--- config.mk ---
export PLATFORM = sky130hd
export DESIGN_NAME = qte_fifo_flat
export DESIGN_NICKNAME = d
export VERILOG_FILES = /design/src/qte_pkg.sv /design/src/qte_in_if.sv /design/src/qte_fifo.sv /design/src/flat_wrapper.sv
export SDC_FILE = /design/constraint.sdc
export NUM_CORES = 1
export LEC_CHECK = 0
export BUFFER_PORTS_ARGS = -buffer_cell sky130_fd_sc_hd__buf_2
export CORE_MARGIN = 2
export CORE_UTILIZATION = 55
export DETAILED_ROUTE_END_ITERATION = 8
export GPL_ROUTABILITY_DRIVEN = 0
export PLACE_DENSITY_LB_ADDON = 0.2
export RECOVER_POWER = 100
export SLEW_MARGIN = 5
export SYNTH_ARGS = -nofsm -noshare
export SYNTH_HDL_FRONTEND = slang
export SYNTH_SLANG_ARGS = --single-unit
--- constraint.sdc ---
create_clock -name i_clk -period 4.7 [get_ports i_clk]
set_input_delay 1.41 -clock i_clk [delete_from_list [all_inputs] [get_ports i_clk]]
set_output_delay 1.41 -clock i_clk [all_outputs]
set_load 0.01 [all_outputs]
--- src/qte_pkg.sv ---
// ----------------------------------------------------------------------------
// qte_pkg
// shared types, widths and the cordic angle table for the quaternion to
// euler bins core
// ----------------------------------------------------------------------------
package qte_pkg;

    localparam int QW           = 16;   // quaternion component
    localparam int SUMW         = 34;   // q28 product sums
    localparam int SW           = 30;   // clamped pitch sine, q28
    localparam int NW           = 57;   // sqrt radicand
    localparam int RW           = 59;   // sqrt root and trial value
    localparam int CW           = 29;   // sqrt result
    localparam int VW           = 38;   // cordic vector
    localparam int AW           = 18;   // angle, signed turns with 16 fraction bits
    localparam int BW           = 5;    // output bin
    localparam int SQ_STEPS     = 29;
    localparam int QDEPTH       = 4;
    localparam int QAW          = 2;
    localparam int HALF_TURN    = 32768;
    localparam int QUARTER_TURN = 16384;

    typedef struct packed {
        logic [QW-1:0] quat_w;
        logic [QW-1:0] quat_x;
        logic [QW-1:0] quat_y;
        logic [QW-1:0] quat_z;
    } t_quat;

    typedef struct packed {
        logic [SUMW-1:0] roll_y;
        logic [SUMW-1:0] roll_x;
        logic [SUMW-1:0] yaw_y;
        logic [SUMW-1:0] yaw_x;
        logic [SW-1:0]   s;
    } t_raw;

    typedef struct packed {
        logic [NW-1:0] n;
        logic [RW-1:0] r;
    } t_sq;

    typedef struct packed {
        logic [VW-1:0] x;
        logic [VW-1:0] y;
        logic [AW-1:0] ang;
        logic          zero;
    } t_vec;

    // atan(2^-i) in turns, 65536 per turn
    function automatic logic [13:0] atan_lut(input int unsigned idx);
        logic [13:0] v;
        case (idx)
            0:       v = 14'd8192;
            1:       v = 14'd4836;
            2:       v = 14'd2555;
            3:       v = 14'd1297;
            4:       v = 14'd651;
            5:       v = 14'd326;
            6:       v = 14'd163;
            7:       v = 14'd81;
            8:       v = 14'd41;
            9:       v = 14'd20;
            10:      v = 14'd10;
            11:      v = 14'd5;
            12:      v = 14'd3;
            13:      v = 14'd1;
            14:      v = 14'd1;
            default: v = 14'd0;
        endcase
        return v;
    endfunction

endpackage

--- src/qte_in_if.sv ---
// ----------------------------------------------------------------------------
// qte_in_if
// quaternion input channel, valid/ready with payload
// ----------------------------------------------------------------------------
interface qte_in_if;
    logic                   valid;
    logic                   ready;
    logic [qte_pkg::QW-1:0] quat_w;
    logic [qte_pkg::QW-1:0] quat_x;
    logic [qte_pkg::QW-1:0] quat_y;
    logic [qte_pkg::QW-1:0] quat_z;

    modport source(output valid, output quat_w, output quat_x, output quat_y,
                   output quat_z, input ready);
    modport sink(input valid, input quat_w, input quat_x, input quat_y,
                 input quat_z, output ready);
endinterface

--- src/qte_fifo.sv ---
// ----------------------------------------------------------------------------
// qte_fifo
// front queue, takes input beats while the back pipeline is stalled, until it is full
// ----------------------------------------------------------------------------
module qte_fifo (
    input  logic           i_clk,
    input  logic           i_rst_n,
    qte_in_if.sink         i_in,
    input  logic           i_pop,
    output logic           o_valid,
    output qte_pkg::t_quat o_head
);

    qte_pkg::t_quat              r_mem [qte_pkg::QDEPTH];
    logic [qte_pkg::QAW-1:0]     r_wr, n_wr;
    logic [qte_pkg::QAW-1:0]     r_rd, n_rd;
    logic [qte_pkg::QAW:0]       r_cnt, n_cnt;
    logic                        push;
    logic                        pop;

    assign i_in.ready = (r_cnt != (qte_pkg::QAW+1)'(qte_pkg::QDEPTH));
    assign push       = i_in.valid && i_in.ready;
    assign o_valid    = (r_cnt != '0);
    assign pop        = i_pop && o_valid;
    assign o_head     = r_mem[r_rd];

    always_comb begin
        n_wr  = push ? r_wr + 1'b1 : r_wr;
        n_rd  = pop ? r_rd + 1'b1 : r_rd;
        n_cnt = r_cnt + (qte_pkg::QAW+1)'(push) - (qte_pkg::QAW+1)'(pop);
    end

    always_ff @(posedge i_clk) begin
        if (!i_rst_n) begin
            r_wr  <= '0;
            r_rd  <= '0;
            r_cnt <= '0;
        end else begin
            r_wr  <= n_wr;
            r_rd  <= n_rd;
            r_cnt <= n_cnt;
        end
    end

    always_ff @(posedge i_clk) begin
        if (push) begin
            r_mem[r_wr] <= '{quat_w: i_in.quat_w, quat_x: i_in.quat_x,
                             quat_y: i_in.quat_y, quat_z: i_in.quat_z};
        end
    end

endmodule

--- src/flat_wrapper.sv ---
// flat-port wrapper written by rule: the top's interface ports become plain ports
module qte_fifo_flat 
  (i_clk, i_rst_n, i_pop, o_valid, o_head, i_in_valid, i_in_quat_w, i_in_quat_x, i_in_quat_y, i_in_quat_z, i_in_ready);
  qte_in_if i_in_i ();
  input  logic i_clk;
  input  logic i_rst_n;
  input  logic i_pop;
  output logic o_valid;
  output qte_pkg::t_quat o_head;
  input wire logic [$bits(i_in_i.valid)-1:0] i_in_valid;
  input wire logic [$bits(i_in_i.quat_w)-1:0] i_in_quat_w;
  input wire logic [$bits(i_in_i.quat_x)-1:0] i_in_quat_x;
  input wire logic [$bits(i_in_i.quat_y)-1:0] i_in_quat_y;
  input wire logic [$bits(i_in_i.quat_z)-1:0] i_in_quat_z;
  output wire logic [$bits(i_in_i.ready)-1:0] i_in_ready;
  assign i_in_i.valid = i_in_valid;
  assign i_in_i.quat_w = i_in_quat_w;
  assign i_in_i.quat_x = i_in_quat_x;
  assign i_in_i.quat_y = i_in_quat_y;
  assign i_in_i.quat_z = i_in_quat_z;
  assign i_in_ready = i_in_i.ready;
  qte_fifo u_core (.i_clk(i_clk), .i_rst_n(i_rst_n), .i_in(i_in_i), .i_pop(i_pop), .o_valid(o_valid), .o_head(o_head));
endmodule
==> out/metrics.yaml, run 1 <==
power_and_ir_drop:
  powerDensity_nw_per_um2: 548
  p_sw_mw: 1.57
  p_int_mw: 4.59
  p_leak_nw: 3.48
  netSwitchingFraction_pct: 25.4
  clockPowerShare_pct: 31.7
  comb_power_share_pct: 19.0
  ir_drop_mv: 0.335
  power_mw: 6.16
  pwr-share-seq_pct: 49.3
sta:
  timing.fmax_mhz: 243
  slew_violations: 325
  fin_crit_sh_pct: 87.6
  setup_viol: 0
  rsz0062_at_grt: "false"
  fin_tns_setup_ns: 0
  fin_skew_ns: 0.00842
  min_period_ns: 4.12
  worst_pin_slew_ns: 1.82
  hold_violations: 0
  relSlewSlack_pct: -21.0
clock_tree:
  cts_buffer_depth: 3
  cts_setup_buffers: 0
  cts_hold_buf: 0
  clk_latency_ns: 0.51
  cts-root-buf: "clkbuf_16"
  htree_levels: 1
  tritoncts: "built"
  cts_buffers: 26
  path_clk_slew_ns: 0.06
  cts_resized: 0
  clkSinkCount: 265
routing:
  ant_nets: 0
  drc: 0
  first_iter_violations: 233
  vias: 4305
  drt_pass1_iterations: 4
  viasPerCell: 5.57
  drt_wl_total_um: 16500
  wl_per_cell_um: 21.3
grt:
  grt.overflow.total: 0
  antenna_found_initial: 1
  track_usage_pct: 17.6
  grt_pass1_vias: 4539
  grt_max_degree: 65
  grt_pass1_wl_um: 24700
critical_path:
  r2r_end: "u_core.r_mem[3][22]"
  cp_max_fo: 64
  worstSetupPathType: "reg -> out"
  slowest_delay_ns: 1.50
  crit_path_cell_trace: "mux4_2, clkbuf_1"
  crit_required_ns: 3.29
  startpoint_type: "flip-flop"
  slowest_stage: "dfxtp_2"
  reg2reg_slack_ns: 1.44
  endpoint_kind: "primary output"
  r2r_start: "u_core.r_cnt[1]"
  r2r_cells: 3
  cp.arrival_ns: 2.71
synth:
  ys_seq_area_share_pct: 80.4
  synth_area_leaders: "edfxtp_1 (79%), mux4_2 (14%), dfxtp_1 (1.8%), buf_12 (1.2%), mux4_1 (1.1%)"
  syn-num-nets: 457
  yosys_warnings: 0
  syn-instance-count: 382
  synth_cell_type_count: 22
  synth_seq_cells: 265
  yosys.area.top_type: "edfxtp_1"
  syn_area_um2: 9780
  synth.top_cell.area_share_pct: 78.6
  avgSynthCellArea_um2: 25.6
floorplan:
  dieArea_um2: 18900
  ios: 134
  rows: 48
  die-width_um: 137
  die_height_um: 137
  start_util_pct: 56.4
  coreArea_um2: 17400
hold_path:
  hold_start: "u_core.r_wr[1]"
  holdPathStages: 2
  worst_hold_path.endpoint: "u_core.r_wr[1]"
  hold_class: "reg -> reg"
placed_design:
  dp_hpwl_um: 9200
  io_buffers: 133
  dpl_cell_area_um2: 10600
final_layout:
  seq_area_um2: 7870
  n_fill_cell: 1215
  fin_nets: 604
  stdcell_area_um2: 11200
  multi_input_area_um2: 1730
  synthToLayoutAreaGrowth_pct: 14.9
  drive_above_1_share_pct: 19.6
run:
  cap_viol_max_count: 5
outcome:
  violations: "capacitance limit, slew limit"
  status: "finished, violations left"
worst max path at each step:
stage | to | slack (ns) | cells after the start
global placement | o_head[8] | 1.40 | 3
CTS | o_head[8] | 0.84 | 3
detailed placement | o_head[8] | 1.39 | 3
global route | o_head[46] | 0.42 | 2
finish | o_head[44] | 0.58 | 2
floorplan | u_core.r_mem[0][0] | 1.04 | 2
cells in the final DEF, fill, tap and decap left out:
master / netlist / final
o311ai_0: 0 / 1
inv_1: 5 / 5
and2_2: 0 / 4
mux4_2: 60 / 60
and2_1: 7 / 1
diode_2: 0 / 1
nand2_1: 5 / 5
clkinv_4: 0 / 1
clkinv_1: 0 / 4
buf_12: 6 / 1
ha_1: 6 / 6
dfxtp_4: 0 / 1
nor2_1: 1 / 1
fa_1: 1 / 1
clkbuf_16: 0 / 27
buf_2: 6 / 4
bufinv_16: 0 / 2
nor2b_1: 3 / 3
xnor2_1: 4 / 4
mux2i_1: 2 / 2
clkbuf_1: 1 / 135
clkinv_2: 0 / 6
or3_1: 1 / 1
dfxtp_2: 0 / 1
edfxtp_1: 256 / 256
mux4_1: 4 / 4
dfxtp_1: 9 / 7
o31a_1: 1 / 1
and2_0: 0 / 2
a21boi_0: 0 / 1
area by class of cell:
| class | instances | area share, % |
|---|---|---|
| Clock inverter | 13 | 1.01 |
| Clock buffer | 33 | 6.21 |
| Antenna cell | 1 | 0.0223 |
| Inverter | 5 | 0.167 |
| Multi-Input combinational cell | 97 | 15.4 |
| Timing Repair Buffer | 134 | 4.66 |
| Tap cell | 225 | 2.50 |
| Sequential cell | 265 | 70.0 |
worst max-delay path: cells and delay by family (launching register included):
family,cells,cell delay (ns)
flip-flops,1,1.50
buffers and inverters,1,0.24
multiplexers,1,0.44
synth_stat cells:
cell type,instances
a21boi_2,1
and2_1,7
buf_12,6
buf_2,6
buf_6,1
clkbuf_1,1
clkbuf_2,1
dfxtp_1,9
edfxtp_1,256
fa_1,1
ha_1,6
inv_1,5
mux2i_1,2
mux4_1,4
mux4_2,60
nand2_1,5
nor2_1,1
nor2b_1,3
o311ai_1,1
o31a_1,1
or3_1,1
xnor2_1,4
cell families after synthesis:
kind of cell / share of synthesized area, %
AOI/OAI and AO/OA: 0.294
xor gates and xnor gates: 0.358
adders and majority gates: 0.972
buffers and inverters: 1.93
DFF: 80.4
muxes: 15.1
and+or+nand+nor: 0.934
sequential cells by signal (all words and copies together) (netlist names), named ones only:
register / cells
u_core.r_cnt: 3
u_core.r_mem: 256
u_core.r_rd: 2
u_core.r_wr: 2
metrics by stage:
step                hold WS (ns)  setup slack [ns]  util [%]  std cells
global route               0.540             0.419      64.7        772
CTS                        0.504             0.835      65.7        772
floorplan                  0.468              1.04         -        382
finish                     0.507             0.583      64.8        773
global placement           0.477              1.40      61.1        726
detailed placement         0.496              1.39      61.1        726
power by group through the flow:
stage / logic, mW / registers (mW) / clock network (mW)
2_1_floorplan: 0.978 / 2.97 / 0
3_3_place_gp: 1.24 / 3.07 / 0
3_5_place_dp: 1.26 / 3.09 / 0
4_1_cts: 1.27 / 3.04 / 2.00
5_1_grt: 1.27 / 3.07 / 2.10
6_report: 1.17 / 3.04 / 1.95
metal layers:
layer | vias up | GRT usage [%] | wire length (um)
met2 | 124 | 29.4 | 8430
met1 | 2235 | 23.0 | 6700
met5 | - | 0 | 0
met4 | 0 | 6.13 | 371
li1 | 1916 | - | -
met3 | 30 | 4.23 | 996
(Power assumes the default switching activity.)
==> inputs of run 2 (changes only) <==
--- a/config.mk
+++ b/config.mk
@@ -5,13 +5,14 @@
 export SDC_FILE = /design/constraint.sdc
 export NUM_CORES = 1
 export LEC_CHECK = 0
+export ABC_CLOCK_PERIOD_IN_PS = 4700
 export BUFFER_PORTS_ARGS = -buffer_cell sky130_fd_sc_hd__buf_2
 export CORE_MARGIN = 2
 export CORE_UTILIZATION = 55
 export DETAILED_ROUTE_END_ITERATION = 8
 export GPL_ROUTABILITY_DRIVEN = 0
 export PLACE_DENSITY_LB_ADDON = 0.2
-export RECOVER_POWER = 100
+export RECOVER_POWER = 50
 export SLEW_MARGIN = 5
 export SYNTH_ARGS = -nofsm -noshare
 export SYNTH_HDL_FRONTEND = slang
==> out/metrics.yaml, run 2 (synthesis results as in run 1) <==
outcome:
  status: "finished, violations left"  # unchanged
  violations: "capacitance limit, slew limit"  # unchanged
power_and_ir_drop:
  clockPowerShare_pct: 31.4  # was 31.7%
  power_mw: 6.21  # was 6.16 mW
  netSwitchingFraction_pct: 25.1  # was 25.4%
  ir_drop_mv: 0.338  # was 0.335 mV
  comb_power_share_pct: 19.7  # was 19.0%
  p_leak_nw: 3.66  # was 3.48 nW
  p_int_mw: 4.65  # was 4.59 mW
  p_sw_mw: 1.56  # was 1.57 mW
  powerDensity_nw_per_um2: 548  # about the same
  pwr-share-seq_pct: 48.9  # was 49.3%
sta:
  fin_tns_setup_ns: 0  # unchanged
  fin_skew_ns: 0.00987  # was 0.00842 ns
  relSlewSlack_pct: -19.9  # was -21.0%
  hold_violations: 0  # unchanged
  timing.fmax_mhz: 266  # was 243 MHz
  rsz0062_at_grt: "false"  # unchanged
  setup_viol: 0  # unchanged
  worst_pin_slew_ns: 1.80  # was 1.82 ns
  min_period_ns: 3.76  # was 4.12 ns
  slew_violations: 195  # was 325
  fin_crit_sh_pct: 80.0  # was 87.6%
floorplan:
  die_height_um: 137  # unchanged
  die-width_um: 137  # unchanged
  rows: 48  # unchanged
  ios: 134  # unchanged
  dieArea_um2: 18900  # unchanged
  coreArea_um2: 17400  # unchanged
  start_util_pct: 56.4  # unchanged
final_layout:
  layout_commonest_cell: "edfxtp_1"  # unchanged
  final_cell_mix: "edfxtp_1 (256), clkbuf_1 (70), buf_2 (69)"  # was edfxtp_1 (256), clkbuf_1 (135), mux4_2 (60)
  multi_input_area_um2: 1730  # about the same
  synthToLayoutAreaGrowth_pct: 15.8  # was 14.9%
  seq_area_um2: 7880  # was 7870 um2
  largest_register_ffs: 256  # unchanged
  fin_nets: 604  # unchanged
  drive_above_1_share_pct: 31.4  # was 19.6%
  reg_top3: "u_core.r_mem: 256 flops, u_core.r_cnt: 3 flops"  # unchanged
  stdcell_area_um2: 11300  # was 11200 um2
  top_register: "u_core.r_mem"  # unchanged
  n_fill_cell: 1181  # was 1215
grt:
  grt_pass1_vias: 4539  # unchanged
  grt_max_degree: 65  # unchanged
  grt_pass1_wl_um: 24700  # unchanged
  track_usage_pct: 17.6  # unchanged
  antenna_found_initial: 1  # unchanged
  grt.overflow.total: 0  # unchanged
clock_tree:
  cts_buffer_depth: 3  # unchanged
  cts-root-buf: "clkbuf_16"  # unchanged
  cts_setup_buffers: 0  # unchanged
  clkSinkCount: 265  # unchanged
  tritoncts: "built"  # unchanged
  cts_buffers: 26  # unchanged
  clk_latency_ns: 0.51  # about the same
  htree_levels: 1  # unchanged
  cts_hold_buf: 0  # unchanged
  cts_resized: 0  # unchanged
  path_clk_slew_ns: 0.06  # about the same
critical_path:
  slowest_delay_ns: 0.72  # was 1.50 ns
  cp_max_fo: 38  # was 64
  slowest_stage: "dfxtp_4"  # was dfxtp_2
  cp.arrival_ns: 2.35  # was 2.71 ns
  startpoint_type: "flip-flop"  # unchanged
  crit_required_ns: 3.29  # about the same
  crit_path_cell_trace: "buf_12, mux4_2, buf_2"  # was mux4_2, clkbuf_1
  worstSetupPathType: "reg -> out"  # unchanged
  endpoint_kind: "primary output"  # unchanged
routing:
  vias: 4329  # was 4305
  drc: 0  # unchanged
  viasPerCell: 5.60  # was 5.57
  drt_wl_total_um: 16500  # about the same
  ant_nets: 0  # unchanged
  wl_per_cell_um: 21.3  # about the same
  drt_pass1_iterations: 4  # unchanged
  first_iter_violations: 265  # was 233
run:
  cap_viol_max_count: 3  # was 5
placed_design:
  dp_hpwl_um: 9200  # unchanged
  io_buffers: 133  # unchanged
  dpl_cell_area_um2: 10600  # unchanged
hold_path:
  hold_class: "reg -> reg"  # unchanged
## run 2: changes by cell type in the layout (fill, tap and decap cells not counted), sizes merged
cell / before / now
clkbuf: 162 / 97
buf: 5 / 70
## run 2: metrics by stage
step                setup WS (ns)  util [%]  hold slack (ns)  cells
CTS                         0.835      65.7            0.504    772
detailed placement           1.39      61.1            0.496    726
global route                0.764      65.2            0.540    772
floorplan                    1.04         -            0.468    382
finish                      0.939      65.2            0.507    773
global placement             1.40      61.1            0.477    726
## run 2: final timing paths
path	from	end	slack, ns	depth (start not counted)
max	flip-flop	o_head[8]	0.94	3
max reg2reg	u_core.r_cnt[1]	u_core.r_mem[3][61]	1.40	3
min reg2reg	u_core.r_wr[1]	u_core.r_wr[1]	0.51	2
min	u_core.r_wr[1]	u_core.r_wr[1]	0.51	2
## run 2: power groups by stage
stage / registers, mW / logic [mW] / clock network (mW)
2_1_floorplan: 2.97 / 0.978 / 0
3_3_place_gp: 3.07 / 1.24 / 0
3_5_place_dp: 3.09 / 1.26 / 0
4_1_cts: 3.04 / 1.27 / 2.00
5_1_grt: 3.07 / 1.33 / 2.10
6_report: 3.04 / 1.22 / 1.95
## run 2: area by class of cell
cell class	instances	area share, %
multi-input cells	97	15.3
well taps	225	2.49
inverters	5	0.166
clock buffers	33	6.17
repair buffers	134	5.35
flip-flops and latches	265	69.5
clock inverters	13	1.01
diodes	1	0.0221
## run 2: metal layers
| metal | track usage, % | routed length (um) | vias to the layer above |
|---|---|---|---|
| met4 | 6.13 | 394 | 0 |
| met5 | 0 | 0 | - |
| met2 | 29.4 | 8440 | 122 |
| li1 | - | - | 1917 |
| met1 | 23.0 | 6670 | 2261 |
| met3 | 4.23 | 953 | 29 |
## run 2: worst max-delay path, delay by kind of cell, from the launching register on
family,cells,cell delay [ns]
flops,1,0.72
mux,1,0.57
buf+inv,2,0.53
==> inputs of run 3 (changes only) <==
--- a/config.mk
+++ b/config.mk
@@ -5,7 +5,8 @@
 export SDC_FILE = /design/constraint.sdc
 export NUM_CORES = 1
 export LEC_CHECK = 0
-export ABC_CLOCK_PERIOD_IN_PS = 4700
+export ABC_AREA = 1
+export ABC_CLOCK_PERIOD_IN_PS = 3550
 export BUFFER_PORTS_ARGS = -buffer_cell sky130_fd_sc_hd__buf_2
 export CORE_MARGIN = 2
 export CORE_UTILIZATION = 55
==> constraint.sdc (replaced) <==
create_clock -name i_clk -period 3.55 [get_ports i_clk]
set_input_delay 1.065 -clock i_clk [delete_from_list [all_inputs] [get_ports i_clk]]
set_output_delay 1.065 -clock i_clk [all_outputs]
set_load 0.01 [all_outputs]
==> out/metrics.yaml, run 3 <==
synth:
  syn-num-nets: 760  # was 457
  syn-instance-count: 685  # was 382
  avgSynthCellArea_um2: 14.6  # was 25.6 um2
  synth_common_cells: "edfxtp_1 (256), nor2_1 (140), o21ai_0 (72)"  # was edfxtp_1 (256), mux4_2 (60), dfxtp_1 (9)
  ys_seq_area_share_pct: 78.9  # was 80.4%
  syn_area_um2: 9980  # was 9780 um2
  synthFlopType: "edfxtp_1"  # unchanged
  async_reset_ff_share_pct: 0  # unchanged
  synth_most_common_cell: "edfxtp_1"  # unchanged
  yosys_warnings: 0  # unchanged
  synth_enable_flop_cells: 256  # unchanged
  synth.top_cell.area_share_pct: 77.1  # was 78.6%
  synth_area_leaders: "edfxtp_1 (77%), nor2_1 (5.3%), o22ai_1 (4.0%), o21ai_0 (3.6%), o21ai_1 (2.8%)"  # was edfxtp_1 (79%), mux4_2 (14%), dfxtp_1 (1.8%), buf_12 (1.2%), mux4_1 (1.1%)
  synth_seq_cells: 265  # unchanged
  yosys.area.top_type: "edfxtp_1"  # unchanged
  synth_cell_type_count: 21  # was 22
clock_tree:
  cts_buffers: 26  # unchanged
  cts_hold_buf: 0  # unchanged
  cts_buffer_depth: 3  # unchanged
  clk_latency_ns: 0.52  # was 0.51 ns
  htree_levels: 1  # unchanged
  tritoncts: "built"  # unchanged
  clkSinkCount: 265  # unchanged
  cts_resized: 0  # unchanged
  cts_setup_buffers: 0  # unchanged
  cts-root-buf: "clkbuf_16"  # unchanged
  path_clk_slew_ns: 0.06  # about the same
power_and_ir_drop:
  pwr-share-seq_pct: 47.1  # was 48.9%
  clockPowerShare_pct: 29.8  # was 31.4%
  netSwitchingFraction_pct: 29.3  # was 25.1%
  ir_drop_mv: 0.425  # was 0.338 mV
  p_sw_mw: 2.45  # was 1.56 mW
  comb_power_share_pct: 23.2  # was 19.7%
  p_leak_nw: 3.92  # was 3.66 nW
  p_int_mw: 5.89  # was 4.65 mW
  powerDensity_nw_per_um2: 724  # was 548 nW/um2
sta:
  fin_tns_setup_ns: 0  # unchanged
  min_period_ns: 3.19
  worst_pin_slew_ns: 1.69  # was 1.80 ns
  setup_viol: 0  # unchanged
  hold_violations: 0  # unchanged
  fin_skew_ns: 0.0101  # was 0.00987 ns
  fin_crit_sh_pct: 89.8
  slew_violations: 27  # was 195
  relSlewSlack_pct: -12.5  # was -19.9%
  hold_ws_ns: 0.517  # was 0.507 ns
  rsz0062_at_grt: "false"  # unchanged
  timing.fmax_mhz: 314
  fin_ws_ns: 0.364  # was 0.939 ns
critical_path:
  crit_required_ns: 2.48  # was 3.29 ns
  endpoint_kind: "primary output"  # unchanged
  reg2reg_slack_ns: 0.77  # was 1.40 ns
  cp.arrival_ns: 2.12  # was 2.35 ns
  worstSetupPathType: "reg -> out"  # unchanged
  startpoint_type: "flip-flop"  # unchanged
  cp_max_fo: 64  # was 38
final_layout:
  final_cell_mix: "edfxtp_1 (256), nor2_1 (136), o21ai_0 (72)"  # was edfxtp_1 (256), clkbuf_1 (70), buf_2 (69)
  fin_nets: 894  # was 604
  layout_commonest_cell: "edfxtp_1"  # unchanged
  stdcell_area_um2: 11500  # was 11300 um2
  drive_above_1_share_pct: 15.0  # was 31.4%
  top_register: "u_core.r_mem"  # unchanged
  synthToLayoutAreaGrowth_pct: 15.4  # was 15.8%
  largest_register_ffs: 256  # unchanged
  reg_top3: "u_core.r_mem: 256 flops, u_core.r_cnt: 3 flops"  # unchanged
routing:
  vias: 6028  # was 4329
  ant_nets: 0  # unchanged
  wl_per_cell_um: 18.7  # was 21.3 um
  first_iter_violations: 406  # was 265
  viasPerCell: 5.67  # was 5.60
  drc: 0  # unchanged
  drt_pass1_iterations: 4  # unchanged
  drt_wl_total_um: 19900  # was 16500 um
placed_design:
  pre_cts_ws_ns: 0.868  # was 1.39 ns
  dp_hpwl_um: 11200  # was 9200 um
  io_buffers: 133  # unchanged
  dpl_cell_area_um2: 10800  # was 10600 um2
grt:
  grt_pass1_vias: 5968  # was 4539
  grt.overflow.total: 0  # unchanged
  antenna_found_initial: 3  # was 1
  grt_max_degree: 129  # was 65
  track_usage_pct: 20.2  # was 17.6%
  grt_pass1_wl_um: 30700  # was 24700 um
floorplan:
  coreArea_um2: 17900  # was 17400 um2
  die-width_um: 139  # was 137 um
  dieArea_um2: 19200  # was 18900 um2
  die_height_um: 139  # was 137 um
  start_util_pct: 55.7  # was 56.4%
  rows: 49  # was 48
  ios: 134  # unchanged
outcome:
  violations: "capacitance limit, slew limit"  # unchanged
  status: "finished, violations left"  # unchanged
run:
  cap_viol_max_count: 1  # was 3
hold_path:
  hold_class: "reg -> reg"  # unchanged
## run 3: cell types whose count changed after synthesis, moves of 7 or more
cell,before,now
clkbuf_1,1,18
and2_1,7,0
nor2_1,1,140
nand2_1,5,12
inv_1,5,15
o22ai_1,0,64
mux4_2,60,0
buf_6,1,13
o21ai_1,0,56
o21ai_0,0,72
## run 3: worst paths after layout
check	start	to	depth (start not counted)
worst max-delay path	flip-flop	o_head[3]	4
worst min-delay path	u_core.r_rd[0]	u_core.r_rd[0]	2
worst max register to register	u_core.r_cnt[1]	u_core.r_mem[2][49]	5
worst min register to register	u_core.r_rd[0]	u_core.r_rd[0]	2
## run 3: cell families (layout without fill, tap and decap cells)
kind of cell | after synthesis | after routing | synth area share (%)
flops | 265 | 265 | 78.9
compound gates | 198 | 198 | 10.8
other cells | 0 | 2 | 0
simple gates | 157 | 157 | 5.98
fa+ha+maj | 7 | 7 | 0.953
buf+inv | 58 | 206 | 3.44
## run 3: final cells by class
| class | instances | area [um2] |
|---|---|---|
| Inverter | 17 | 66.3 |
| Tap cell | 229 | 287 |
| Antenna cell | 2 | 5.00 |
| Timing Repair Buffer | 147 | 719 |
| Fill cell | 1329 | 6390 |
| Sequential cell | 265 | 7870 |
| Clock inverter | 9 | 81.3 |
| Multi-Input combinational cell | 362 | 1800 |
| Clock buffer | 33 | 687 |
## run 3: metal layers
layer | global-route usage [%] | vias up | part of all wire [%]
met5 | 0 | - | 0.065
met4 | 5.64 | 2 | 2.4
met3 | 4.49 | 43 | 7.0
met2 | 34.5 | 182 | 49
met1 | 26.6 | 2962 | 42
li1 | - | 2839 | -
## run 3: metrics by stage
stage                     util, %  instances  power (mW)
final                        64.3       1064        8.34
after global routing         64.3       1063        8.73
after CTS                    64.8       1062        8.43
after detailed placement     60.5       1020        5.96
after global placement       60.5       1020        5.89
after floorplan                 -        685        5.25
## run 3: power groups by stage
stage | clock (mW) | combinational, mW | sequential [mW]
2_1_floorplan | 0 | 1.26 | 3.99
3_3_place_gp | 0 | 1.92 | 3.97
3_5_place_dp | 0 | 1.97 | 3.99
4_1_cts | 2.53 | 1.98 | 3.92
5_1_grt | 2.65 | 2.14 | 3.95
6_report | 2.48 | 1.93 | 3.92
## run 3: critical path, stage by stage (launching register included)
cell	delay, ns
dfxtp_2	0.33
buf_4	0.58
o21ai_0	0.24
o22ai_1	0.26
buf_2	0.17
